### src/rtl/touch_sample_filter_and_press_detect_core_assert.svh
// assertion macros for the touch filter core
`ifndef TOUCH_SAMPLE_FILTER_AND_PRESS_DETECT_CORE_ASSERT_SVH
`define TOUCH_SAMPLE_FILTER_AND_PRESS_DETECT_CORE_ASSERT_SVH
`ifndef SYNTHESIS
`define TSF_ASSERT_IMPLY(label, clk, rst, a, b) \
  label: assert property (@(posedge clk) disable iff (rst) (a) |-> (b)) \
    else $error("implication failed");
`define TSF_ASSERT_NEXT(label, clk, rst, a, b) \
  label: assert property (@(posedge clk) disable iff (rst) (a) |=> (b)) \
    else $error("next-cycle check failed");
`else
`define TSF_ASSERT_IMPLY(label, clk, rst, a, b)
`define TSF_ASSERT_NEXT(label, clk, rst, a, b)
`endif
`endif

### src/rtl/tsf_pkg.sv
// ----------------------------------------------------------------------------
// tsf_pkg
// shared types and constants of the touch sample filter
// ----------------------------------------------------------------------------
package tsf_pkg;
  localparam int SMP_MAX_W = 16;
  localparam int POS_W = 4;
  localparam int GRP_W = 2;

  localparam logic [2:0] REG_X_GAIN = 3'd0;
  localparam logic [2:0] REG_X_OFFSET = 3'd1;
  localparam logic [2:0] REG_Y_GAIN = 3'd2;
  localparam logic [2:0] REG_Y_OFFSET = 3'd3;
  localparam logic [2:0] REG_AGREE_TOL = 3'd4;

  localparam logic EV_PRESS = 1'b0;
  localparam logic EV_RELEASE = 1'b1;

  localparam logic [17:0] X_GAIN_RST = 18'sd8366;
  localparam logic [10:0] X_OFFSET_RST = -11'sd20;
  localparam logic [17:0] Y_GAIN_RST = -18'sd5938;
  localparam logic [10:0] Y_OFFSET_RST = 11'sd349;
  localparam logic [11:0] AGREE_TOL_RST = 12'd50;

  typedef struct packed {
    logic                 rel;
    logic [SMP_MAX_W-1:0] smp;
    logic [POS_W-1:0]     pos;
    logic [GRP_W-1:0]     grp;
  } cmd_t;

  typedef struct packed {
    logic pressed;
    logic capturing;
  } front_stat_t;
endpackage

### src/rtl/tsf_front.sv
// ----------------------------------------------------------------------------
// tsf_front
// accepts ticks and samples, tracks pen state, queues work for the back end
// ----------------------------------------------------------------------------
module tsf_front #(
  parameter int SAMPLES_PER_GROUP = 5,
  parameter int SAMPLE_BITS = 12
) (
  input  logic                clk,
  input  logic                rst,
  input  logic                in_valid,
  output logic                in_ready,
  input  logic                op,
  input  logic                pen_down,
  input  logic [11:0]         sample,
  input  logic                q_full,
  output logic                q_push,
  output tsf_pkg::cmd_t       q_data,
  output tsf_pkg::front_stat_t stat
);
  logic pressed, pressed_next;
  logic capturing, capturing_next;
  logic [tsf_pkg::POS_W-1:0] pos, pos_next;
  logic [tsf_pkg::GRP_W-1:0] grp, grp_next;
  logic accept;
  logic [SAMPLE_BITS-1:0] smp;

  assign in_ready = !q_full;
  assign accept = in_valid && in_ready;
  assign smp = SAMPLE_BITS'(sample);
  assign stat.pressed = pressed;
  assign stat.capturing = capturing;

  always_comb begin
    pressed_next = pressed;
    capturing_next = capturing;
    pos_next = pos;
    grp_next = grp;
    q_push = 1'b0;
    q_data.rel = 1'b0;
    q_data.smp = tsf_pkg::SMP_MAX_W'(smp);
    q_data.pos = pos;
    q_data.grp = grp;
    if (accept) begin
      if (!op) begin
        if (pen_down) begin
          if (!pressed) begin
            pressed_next = 1'b1;
            capturing_next = 1'b1;
            pos_next = '0;
            grp_next = '0;
          end
        end else if (pressed) begin
          pressed_next = 1'b0;
          capturing_next = 1'b0;
          pos_next = '0;
          grp_next = '0;
          q_push = 1'b1;
          q_data.rel = 1'b1;
        end
      end else if (capturing) begin
        q_push = 1'b1;
        if (pos == tsf_pkg::POS_W'(SAMPLES_PER_GROUP - 1)) begin
          pos_next = '0;
          grp_next = grp + 1'b1;
          if (grp == '1) begin
            capturing_next = 1'b0;
          end
        end else begin
          pos_next = pos + 1'b1;
        end
      end
    end
  end

  always_ff @(posedge clk) begin
    if (rst) begin
      pressed <= 1'b0;
      capturing <= 1'b0;
      pos <= '0;
      grp <= '0;
    end else begin
      pressed <= pressed_next;
      capturing <= capturing_next;
      pos <= pos_next;
      grp <= grp_next;
    end
  end
endmodule

### src/rtl/tsf_fifo.sv
// ----------------------------------------------------------------------------
// tsf_fifo
// short command queue between front and back end
// ----------------------------------------------------------------------------
module tsf_fifo (
  input  logic          clk,
  input  logic          rst,
  input  logic          push,
  input  tsf_pkg::cmd_t wdata,
  input  logic          pop,
  output tsf_pkg::cmd_t rdata,
  output logic          empty,
  output logic          full,
  output logic [2:0]    count
);
  tsf_pkg::cmd_t mem [4];
  logic [1:0] wptr, rptr;
  logic do_push, do_pop;

  assign empty = (count == 3'd0);
  assign full = (count == 3'd4);
  assign do_push = push && !full;
  assign do_pop = pop && !empty;
  assign rdata = mem[rptr];

  always_ff @(posedge clk) begin
    if (do_push) begin
      mem[wptr] <= wdata;
    end
  end

  always_ff @(posedge clk) begin
    if (rst) begin
      wptr <= '0;
      rptr <= '0;
      count <= '0;
    end else begin
      if (do_push) wptr <= wptr + 1'b1;
      if (do_pop) rptr <= rptr + 1'b1;
      count <= count + 3'(do_push) - 3'(do_pop);
    end
  end
endmodule

### src/rtl/tsf_back.sv
// ----------------------------------------------------------------------------
// tsf_back
// sorted insert, trimmed mean, pass agreement, calibration and event output
// ----------------------------------------------------------------------------
module tsf_back #(
  parameter int SAMPLES_PER_GROUP = 5,
  parameter int TRIM_EACH_END = 1,
  parameter int SAMPLE_BITS = 12
) (
  input  logic               clk,
  input  logic               rst,
  input  logic               q_empty,
  input  tsf_pkg::cmd_t      q_data,
  output logic               q_pop,
  input  logic [17:0]        x_gain,
  input  logic [10:0]        x_offset,
  input  logic [17:0]        y_gain,
  input  logic [10:0]        y_offset,
  input  logic [11:0]        agree_tol,
  output logic               out_valid,
  input  logic               out_ready,
  output logic               event_kind,
  output logic [9:0]         x_coord,
  output logic [9:0]         y_coord
);
  localparam int N = SAMPLES_PER_GROUP;
  localparam int TRIM = (2 * TRIM_EACH_END >= N) ? (N - 1) / 2 : TRIM_EACH_END;
  localparam int KEEP = N - 2 * TRIM;
  localparam int SB = SAMPLE_BITS;
  localparam int SUM_W = SB + 4;
  localparam int SH = SB + 9;
  localparam longint unsigned RECIP = ((64'd1 << SH) + KEEP - 1) / KEEP;
  localparam int RECIP_W = SH + 1;
  localparam int PW = 18 + SB + 1;
  localparam int TW = PW + 1;

  logic adv;
  logic [SB-1:0] sorted [N];
  logic [SB-1:0] ins [N];
  logic [SB-1:0] smp;
  logic last;

  logic s1_v, s1_rel;
  logic [1:0] s1_grp;
  logic s2_v, s2_rel;
  logic [1:0] s2_grp;
  logic [SUM_W-1:0] s2_sum, sum_c;
  logic s3_v, s3_rel;
  logic [1:0] s3_grp;
  logic [SB-1:0] s3_avg;
  logic [SUM_W+RECIP_W-1:0] quot_full;
  logic [SB-1:0] fa0, fa1, sa;
  logic s4_v, s4_rel;
  logic [SB-1:0] s4_a, s4_b;
  logic s5_v, s5_rel;
  logic signed [PW-1:0] s5_px, s5_py;
  logic [SB-1:0] da, db;
  logic agree;
  logic signed [TW-1:0] tx, ty;
  logic [9:0] cx, cy, cur_x, cur_y;

  function automatic logic [9:0] clamp10(input logic signed [TW-1:0] t);
    logic [TW-17:0] hi;
    hi = t[TW-1:16];
    if (t[TW-1]) return 10'd0;
    else if (hi > (TW-16)'(1023)) return 10'd1023;
    else return hi[9:0];
  endfunction

  assign adv = !out_valid || out_ready;
  assign q_pop = adv && !q_empty;
  assign smp = q_data.smp[SB-1:0];
  assign last = (q_data.pos == tsf_pkg::POS_W'(N - 1));

  // insertion into the sorted prefix of length pos
  always_comb begin
    for (int i = 0; i < N; i++) begin
      logic gt_i, gt_prev;
      gt_i = (i < int'(q_data.pos)) && (sorted[i] > smp);
      gt_prev = (i > 0) && ((i - 1) < int'(q_data.pos)) && (sorted[(i > 0) ? i - 1 : 0] > smp);
      if (gt_prev) ins[i] = sorted[(i > 0) ? i - 1 : 0];
      else if (gt_i || i == int'(q_data.pos)) ins[i] = smp;
      else ins[i] = sorted[i];
    end
  end

  always_comb begin
    sum_c = '0;
    for (int i = TRIM; i < N - TRIM; i++) begin
      sum_c = sum_c + SUM_W'(sorted[i]);
    end
  end

  assign quot_full = (SUM_W + RECIP_W)'(s2_sum) * (SUM_W + RECIP_W)'(RECIP_W'(RECIP));

  assign da = (fa0 > sa) ? fa0 - sa : sa - fa0;
  assign db = (fa1 > s3_avg) ? fa1 - s3_avg : s3_avg - fa1;
  assign agree = (SB + 1)'(da) < (SB + 1)'(agree_tol) && (SB + 1)'(db) < (SB + 1)'(agree_tol);

  assign tx = TW'(s5_px) + (TW'($signed(x_offset)) <<< 16);
  assign ty = TW'(s5_py) + (TW'($signed(y_offset)) <<< 16);
  assign cx = clamp10(tx);
  assign cy = clamp10(ty);

  always_ff @(posedge clk) begin
    if (adv) begin
      if (q_pop && !q_data.rel) begin
        for (int i = 0; i < N; i++) sorted[i] <= ins[i];
      end
      s2_sum <= sum_c;
      s3_avg <= quot_full[SH +: SB];
      if (s3_v && !s3_rel) begin
        unique case (s3_grp)
          2'd0: fa0 <= s3_avg;
          2'd1: fa1 <= s3_avg;
          2'd2: sa <= s3_avg;
          default: ;
        endcase
      end
      s4_a <= SB'(((SB + 1)'(fa0) + (SB + 1)'(sa)) >> 1);
      s4_b <= SB'(((SB + 1)'(fa1) + (SB + 1)'(s3_avg)) >> 1);
      s5_px <= PW'($signed(x_gain) * $signed({1'b0, s4_b}));
      s5_py <= PW'($signed(y_gain) * $signed({1'b0, s4_a}));
      if (s5_v && !s5_rel) begin
        x_coord <= cx;
        y_coord <= cy;
        event_kind <= tsf_pkg::EV_PRESS;
      end else if (s5_v) begin
        x_coord <= cur_x;
        y_coord <= cur_y;
        event_kind <= tsf_pkg::EV_RELEASE;
      end
    end
  end

  always_ff @(posedge clk) begin
    if (rst) begin
      s1_v <= 1'b0; s1_rel <= 1'b0; s1_grp <= '0;
      s2_v <= 1'b0; s2_rel <= 1'b0; s2_grp <= '0;
      s3_v <= 1'b0; s3_rel <= 1'b0; s3_grp <= '0;
      s4_v <= 1'b0; s4_rel <= 1'b0;
      s5_v <= 1'b0; s5_rel <= 1'b0;
      cur_x <= '0; cur_y <= '0;
      out_valid <= 1'b0;
    end else begin
      if (adv) begin
        // only releases and group-closing samples go downstream
        s1_v <= q_pop && (q_data.rel || last);
        s1_rel <= q_data.rel;
        s1_grp <= q_data.grp;
        s2_v <= s1_v; s2_rel <= s1_rel; s2_grp <= s1_grp;
        s3_v <= s2_v; s3_rel <= s2_rel; s3_grp <= s2_grp;
        s4_v <= s3_v && (s3_rel || (s3_grp == 2'd3 && agree));
        s4_rel <= s3_rel;
        s5_v <= s4_v; s5_rel <= s4_rel;
        if (s5_v && !s5_rel) begin
          cur_x <= cx;
          cur_y <= cy;
        end
        out_valid <= s5_v;
      end
    end
  end
endmodule

### src/rtl/touch_sample_filter_and_press_detect_core.sv
// path: a capture's last sample or a pen-up tick passes the queue, stages s1 to s5 and the output register
// throughput: one item per cycle while the queue is not full; the front end never waits on the back end
// beyond the 4-entry queue, and the back pipeline stalls only on a full output
// reset: synchronous, clears pen state, queue, pipeline valids, last coordinates
// and loads the calibration registers with their defaults
// ----------------------------------------------------------------------------
// touch_sample_filter_and_press_detect_core
// touch sample trimmed-mean filter with press and release detection
// ----------------------------------------------------------------------------
`include "touch_sample_filter_and_press_detect_core_assert.svh"
module touch_sample_filter_and_press_detect_core #(
  parameter int SAMPLES_PER_GROUP = 5,
  parameter int TRIM_EACH_END = 1,
  parameter int SAMPLE_BITS = 12
) (
  input  logic        clk,
  input  logic        rst,
  input  logic        psel,
  input  logic        penable,
  input  logic        pwrite,
  input  logic [4:0]  paddr,
  input  logic [31:0] pwdata,
  output logic [31:0] prdata,
  output logic        pready,
  input  logic        in_valid,
  output logic        in_ready,
  input  logic        op,
  input  logic        pen_down,
  input  logic [11:0] sample,
  output logic        out_valid,
  input  logic        out_ready,
  output logic        event_kind,
  output logic [9:0]  x_coord,
  output logic [9:0]  y_coord
);
  logic [17:0] x_gain, y_gain;
  logic [10:0] x_offset, y_offset;
  logic [11:0] agree_tol;
  logic [2:0] reg_idx;
  logic wr;

  logic q_push, q_pop, q_empty, q_full;
  logic [2:0] q_count;
  tsf_pkg::cmd_t q_wdata, q_rdata;
  tsf_pkg::front_stat_t stat;

  assign pready = 1'b1;
  assign reg_idx = paddr[4:2];
  assign wr = psel && penable && pwrite;

  always_ff @(posedge clk) begin
    if (rst) begin
      x_gain <= tsf_pkg::X_GAIN_RST;
      x_offset <= tsf_pkg::X_OFFSET_RST;
      y_gain <= tsf_pkg::Y_GAIN_RST;
      y_offset <= tsf_pkg::Y_OFFSET_RST;
      agree_tol <= tsf_pkg::AGREE_TOL_RST;
    end else if (wr) begin
      case (reg_idx)
        tsf_pkg::REG_X_GAIN: x_gain <= pwdata[17:0];
        tsf_pkg::REG_X_OFFSET: x_offset <= pwdata[10:0];
        tsf_pkg::REG_Y_GAIN: y_gain <= pwdata[17:0];
        tsf_pkg::REG_Y_OFFSET: y_offset <= pwdata[10:0];
        tsf_pkg::REG_AGREE_TOL: agree_tol <= pwdata[11:0];
        default: ;
      endcase
    end
  end

  always_comb begin
    case (reg_idx)
      tsf_pkg::REG_X_GAIN: prdata = {{14{x_gain[17]}}, x_gain};
      tsf_pkg::REG_X_OFFSET: prdata = {{21{x_offset[10]}}, x_offset};
      tsf_pkg::REG_Y_GAIN: prdata = {{14{y_gain[17]}}, y_gain};
      tsf_pkg::REG_Y_OFFSET: prdata = {{21{y_offset[10]}}, y_offset};
      tsf_pkg::REG_AGREE_TOL: prdata = {20'd0, agree_tol};
      default: prdata = '0;
    endcase
  end

  tsf_front #(
    .SAMPLES_PER_GROUP(SAMPLES_PER_GROUP),
    .SAMPLE_BITS(SAMPLE_BITS)
  ) u_front (
    .clk(clk), .rst(rst),
    .in_valid(in_valid), .in_ready(in_ready),
    .op(op), .pen_down(pen_down), .sample(sample),
    .q_full(q_full), .q_push(q_push), .q_data(q_wdata), .stat(stat)
  );

  tsf_fifo u_fifo (
    .clk(clk), .rst(rst),
    .push(q_push), .wdata(q_wdata),
    .pop(q_pop), .rdata(q_rdata),
    .empty(q_empty), .full(q_full), .count(q_count)
  );

  tsf_back #(
    .SAMPLES_PER_GROUP(SAMPLES_PER_GROUP),
    .TRIM_EACH_END(TRIM_EACH_END),
    .SAMPLE_BITS(SAMPLE_BITS)
  ) u_back (
    .clk(clk), .rst(rst),
    .q_empty(q_empty), .q_data(q_rdata), .q_pop(q_pop),
    .x_gain(x_gain), .x_offset(x_offset), .y_gain(y_gain), .y_offset(y_offset),
    .agree_tol(agree_tol),
    .out_valid(out_valid), .out_ready(out_ready),
    .event_kind(event_kind), .x_coord(x_coord), .y_coord(y_coord)
  );

  // a pen-up beat while pressed must leave a release waiting in the queue
  `TSF_ASSERT_NEXT(a_release_queued, clk, rst, in_valid && in_ready && !op && !pen_down && stat.pressed, !q_empty)
  // backpressure to the input only when the queue is really full
  `TSF_ASSERT_IMPLY(a_ready_vs_queue, clk, rst, !in_ready, q_count == 3'd4)
  // a capture only runs while the pen is held
  `TSF_ASSERT_IMPLY(a_capture_pressed, clk, rst, stat.capturing, stat.pressed)
endmodule
### config.mk
export PLATFORM = sky130hd
export DESIGN_NAME = touch_sample_filter_and_press_detect_core
export DESIGN_NICKNAME = d
export VERILOG_FILES = /design/src/rtl/tsf_pkg.sv /design/src/rtl/tsf_front.sv /design/src/rtl/tsf_fifo.sv /design/src/rtl/tsf_back.sv /design/src/rtl/touch_sample_filter_and_press_detect_core.sv
export VERILOG_INCLUDE_DIRS = /design/src /design/src/rtl
export SDC_FILE = /design/constraint.sdc
export NUM_CORES = 2
export LEC_CHECK = 0
export BUFFER_PORTS_ARGS = -buffer_cell sky130_fd_sc_hd__buf_2
export CAP_MARGIN = 20
export CORE_ASPECT_RATIO = 1.5
export CORE_UTILIZATION = 65
export DETAILED_ROUTE_END_ITERATION = 6
export MAX_ROUTING_LAYER = met4
export PLACE_DENSITY = 0.95
export SETUP_SLACK_MARGIN = 0.15
export SLEW_MARGIN = 15
export SYNTH_ARGS = -nofsm -noshare
export SYNTH_HDL_FRONTEND = slang
export SYNTH_SLANG_ARGS = --single-unit
### constraint.sdc
create_clock -name clk -period 11.3 [get_ports clk]
set_input_delay 0.565 -clock clk [delete_from_list [all_inputs] [get_ports clk]]
set_output_delay 0.565 -clock clk [all_outputs]
set_load 0.01 [all_outputs]
==> flow_summary_export.csv <==
group,metric,value,unit
route,vias,29186,
min_path,type_of_the_tightest_min_delay_check,"in -> reg",
timing,setup_repair_after_global_routing_missed_its_margin,"no",
floorplan,fp.dieH,304.5,um
worst_setup_path,worstSetupStartpointType,"register",
yosys,syn-num-nets,4941,
clock_tree,ctsHoldBuffers,0,
timing,final-setup-viol-count,0,
floorplan,die_w,203.7,um
yosys,synth.lib_cells_used.distinct,82,
yosys,avgSynthCellArea,9.976,um2
yosys,synth_compound_area_share,9.388,%
timing,setup_total_negative_slack,0,ns
yosys,edff_count_synth,261,
yosys,syn_inst,3976,
global_routing,first_pass_grt_wire_length,157700,um
route,route.detailed.wl_per_inst,20.41,um
timing,relSlewSlack,20.67,%
global_routing,number_of_global_route_vias_before_repair,32038,
route,routed_wire_length,97850,um
clock_tree,clock_sink_count,385,
worst_setup_path,setup.worst_path.class,"reg -> reg",
worst_setup_path,timing.critical_path.cells,"and2_1, fa_1, inv_1, fa_1, inv_1, fa_1, fa_1, inv_1, fa_1, inv_1, ha_1, a21oi_1, nand2_1, a2111oi_0, a211oi_1, a41oi_1, o22ai_1, a211oi_2, o21ai_0, a311oi_1, nor2_1",
timing,layout_min_cycle_time,6.680,ns
final_layout,leading_cell_types_in_the_layout_fill_and_taps_excluded,"sky130_fd_sc_hd__inv_1 (741), sky130_fd_sc_hd__fa_1 (467), sky130_fd_sc_hd__ha_1 (440), sky130_fd_sc_hd__nand2_1 (418), sky130_fd_sc_hd__edfxtp_1 (261)",
yosys,synth-seq-area-share,26.02,%
clock_tree,cts_root_buffer,"sky130_fd_sc_hd__clkbuf_16",
worst_setup_path,critPathArrivalTime,6.98,ns
clock_tree,numCtsBuffers,40,
clock_tree,cts-htree-levels,2,
final_layout,final_cell_count_no_fill,4794,
yosys,synth_xor_area_share,2.871,%
floorplan,initial_core_util,65.95,%
global_routing,grt_usage,33.44,%
timing,worst_pin_slew,1.190,ns
route,drt_pass1_iterations,7,
final_layout,final_layout_size_suffix_gt1_share,7.039,%
run_status,outcome,"finished, violations left",
placement,number_of_buffers_inserted_by_port_buffering,96,
yosys,post_synth_mux_area_share,3.467,%
final_layout,area_growth,5.760,%
flow_run,max_cap_viols,0,
min_path,hold_depth,1,
run_status,failing_checks,"design-rule violations",
yosys,ys.flop_type,"sky130_fd_sc_hd__edfxtp_1",
final_layout,area_occupied_by_multi_input_gates,0.02591,mm2
floorplan,boundaryPins,114,
final_layout,nFillCells,3912,
worst_setup_path,worst_setup_path_end_kind,"register",
global_routing,grt_start_max_net_pins,106,
yosys,post_synth_instance_area,0.03966,mm2
worst_setup_path,worst_ep_required_time,11.60,ns
clock_tree,ctsLongestPathBuffers,3,
timing,timing.final.ws_setup,4.620,ns
floorplan,core.rowCount,110,
worst_setup_path,reg2reg_depth,21,
floorplan,core_area,0.06015,mm2
yosys,adder_cell_share_of_the_synthesized_area,37.45,%
timing,worst_clock_skew,0.04868,ns
clock_tree,cts_repair_resize_count,0,
yosys,ys_async_sr_fraction,0,%
worst_setup_path,critical-path-slowest-cell,"sky130_fd_sc_hd__edfxtp_1",
placement,globalplace.congestion,0.9825,
route,post_drt_via_cell_ratio,6.088,
clock_tree,worstSkewPairLatency,0.60,ns
final_layout,regArea,0.01032,mm2
route,drt_drc_violations_left,7,
route,drtAntennaViolNets,0,
clock_tree,cts_tree,"yes",
yosys,yosys_register_bits,385,
global_routing,antenna_found_initial,4,
worst_setup_path,worstPathMaxFanout,18,
global_routing,grt_overflow,0,
timing,timing_hold_violations_final,0,
yosys,synth_area_in_simple_gates,12.06,%
route,drt_iter0_drc,2475,
yosys,synth_top_family_by_area,"adder cells",
timing,min_period_over_period,59.12,%
final_layout,num-nets-final,4942,
final_layout,layout_commonest_cell,"sky130_fd_sc_hd__inv_1",
timing,timing.final.max_slew_violations,0,
placement,dp_hpwl,74530,um
floorplan,floorplan.die_area,0.06203,mm2
placement,dp_worst_setup_slack,4.751,ns
yosys,ys_warn_count,0,
clock_tree,worst_setup_hold_path_clk_slew,0.07,ns
worst_setup_path,critPathMostFrequentCell,"sky130_fd_sc_hd__fa_1",
clock_tree,postCtsSetupBuffers,0,
placement,dpl.cell_count,4718,
timing,timing.fmax,149.7,MHz
worst_setup_path,timing.critical_path.slowest_cell_delay,0.61,ns
state kept, by name (all words and copies together), names as in the netlist, 14 cells and up, named ones only:
name           flops
y_gain            18
u_back.s5_px      15
u_back.sorted     48
u_back.s5_py      15
u_fifo.mem        76
x_gain            18
u_back.s2_sum     14
routing by layer:
metal | up-vias | GRT usage [%] | part of all wire, %
met2 | 1534 | 58.22 | 52
met3 | 573 | 5.453 | 7.3
met4 | 0 | 25.21 | 8.8
met1 | 14180 | 33.12 | 32
met5 | - | - | 0
li1 | 12899 | - | -
logic make-up (layout without fill, tap and decap cells):
family,Yosys count,after routing
other,1,5
AOI/OAI and AO/OA,558,558
xor gates and xnor gates,130,130
adders and majority gates,907,907
DFF,385,385
buffers and inverters,902,932
and+or+nand+nor,986,986
muxes,107,107
worst max-delay path, delay by kind of cell, from the launching register on:
kind            cells  cell delay [ns]
simple gates        3             0.40
flops               1             0.61
fa+ha+maj           6             2.84
compound gates      8             2.32
buf+inv             4             0.20
path summary, 6_finish.rpt:
| path | from | end | slack (ns) |
|---|---|---|---|
| hold / removal | sample[7] | u_fifo.mem[0][13] | 0.19 |
| hold reg to reg | u_back.s2_rel | u_back.s3_rel | 0.44 |
| setup reg to reg | u_back.s4_a[1] | u_back.s5_py[29] | 4.62 |
| setup / recovery | u_back.s4_a[1] | u_back.s5_py[29] | 4.62 |
synth_stat cells, types with 26 or more instances:
master                     instances  area share (%)
sky130_fd_sc_hd__a21oi_1         179             2.3
sky130_fd_sc_hd__fa_1            467              24
sky130_fd_sc_hd__nand2_1         418             4.0
sky130_fd_sc_hd__clkbuf_1        122             1.2
sky130_fd_sc_hd__nor2b_1          47            0.74
sky130_fd_sc_hd__xor2_1           36            0.79
sky130_fd_sc_hd__o21ai_0          71            0.90
sky130_fd_sc_hd__xnor2_1          94             2.1
sky130_fd_sc_hd__mux2_2           49             1.4
sky130_fd_sc_hd__ha_1            440              14
sky130_fd_sc_hd__nand3b_1         26            0.49
sky130_fd_sc_hd__dfxtp_1         124             6.3
sky130_fd_sc_hd__and2_1          207             3.3
sky130_fd_sc_hd__o21bai_1         28            0.53
sky130_fd_sc_hd__nand4_1          27            0.43
sky130_fd_sc_hd__nor2_1          141             1.3
sky130_fd_sc_hd__nor3_1           26            0.33
sky130_fd_sc_hd__mux2i_1          35            0.88
sky130_fd_sc_hd__a21o_1           68             1.3
sky130_fd_sc_hd__edfxtp_1        261              20
sky130_fd_sc_hd__inv_1           741             7.0
layout make-up:
type,count,share of cell area (%)
multi-input combinational,2689,61.78
antenna,4,0.02386
tap,784,2.338
sequential,385,24.60
clock inverter,23,0.5250
inverter,743,6.655
clock buffer,48,2.532
timing repair buffer,118,1.545
through the flow:
stage	hold slack [ns]	util, %	cell area (um2)
global placement	0.4398	67.58	40650
detailed placement	0.4439	67.58	40650
finish	0.1916	69.74	41950
CTS	0.1705	69.71	41930
global route	0.1868	69.74	41950
floorplan	0.4321	-	39660
Power is left out: the tool's default activity adds up to more than one toggle a clock period on the data nets, which glitch-free logic cannot reach.
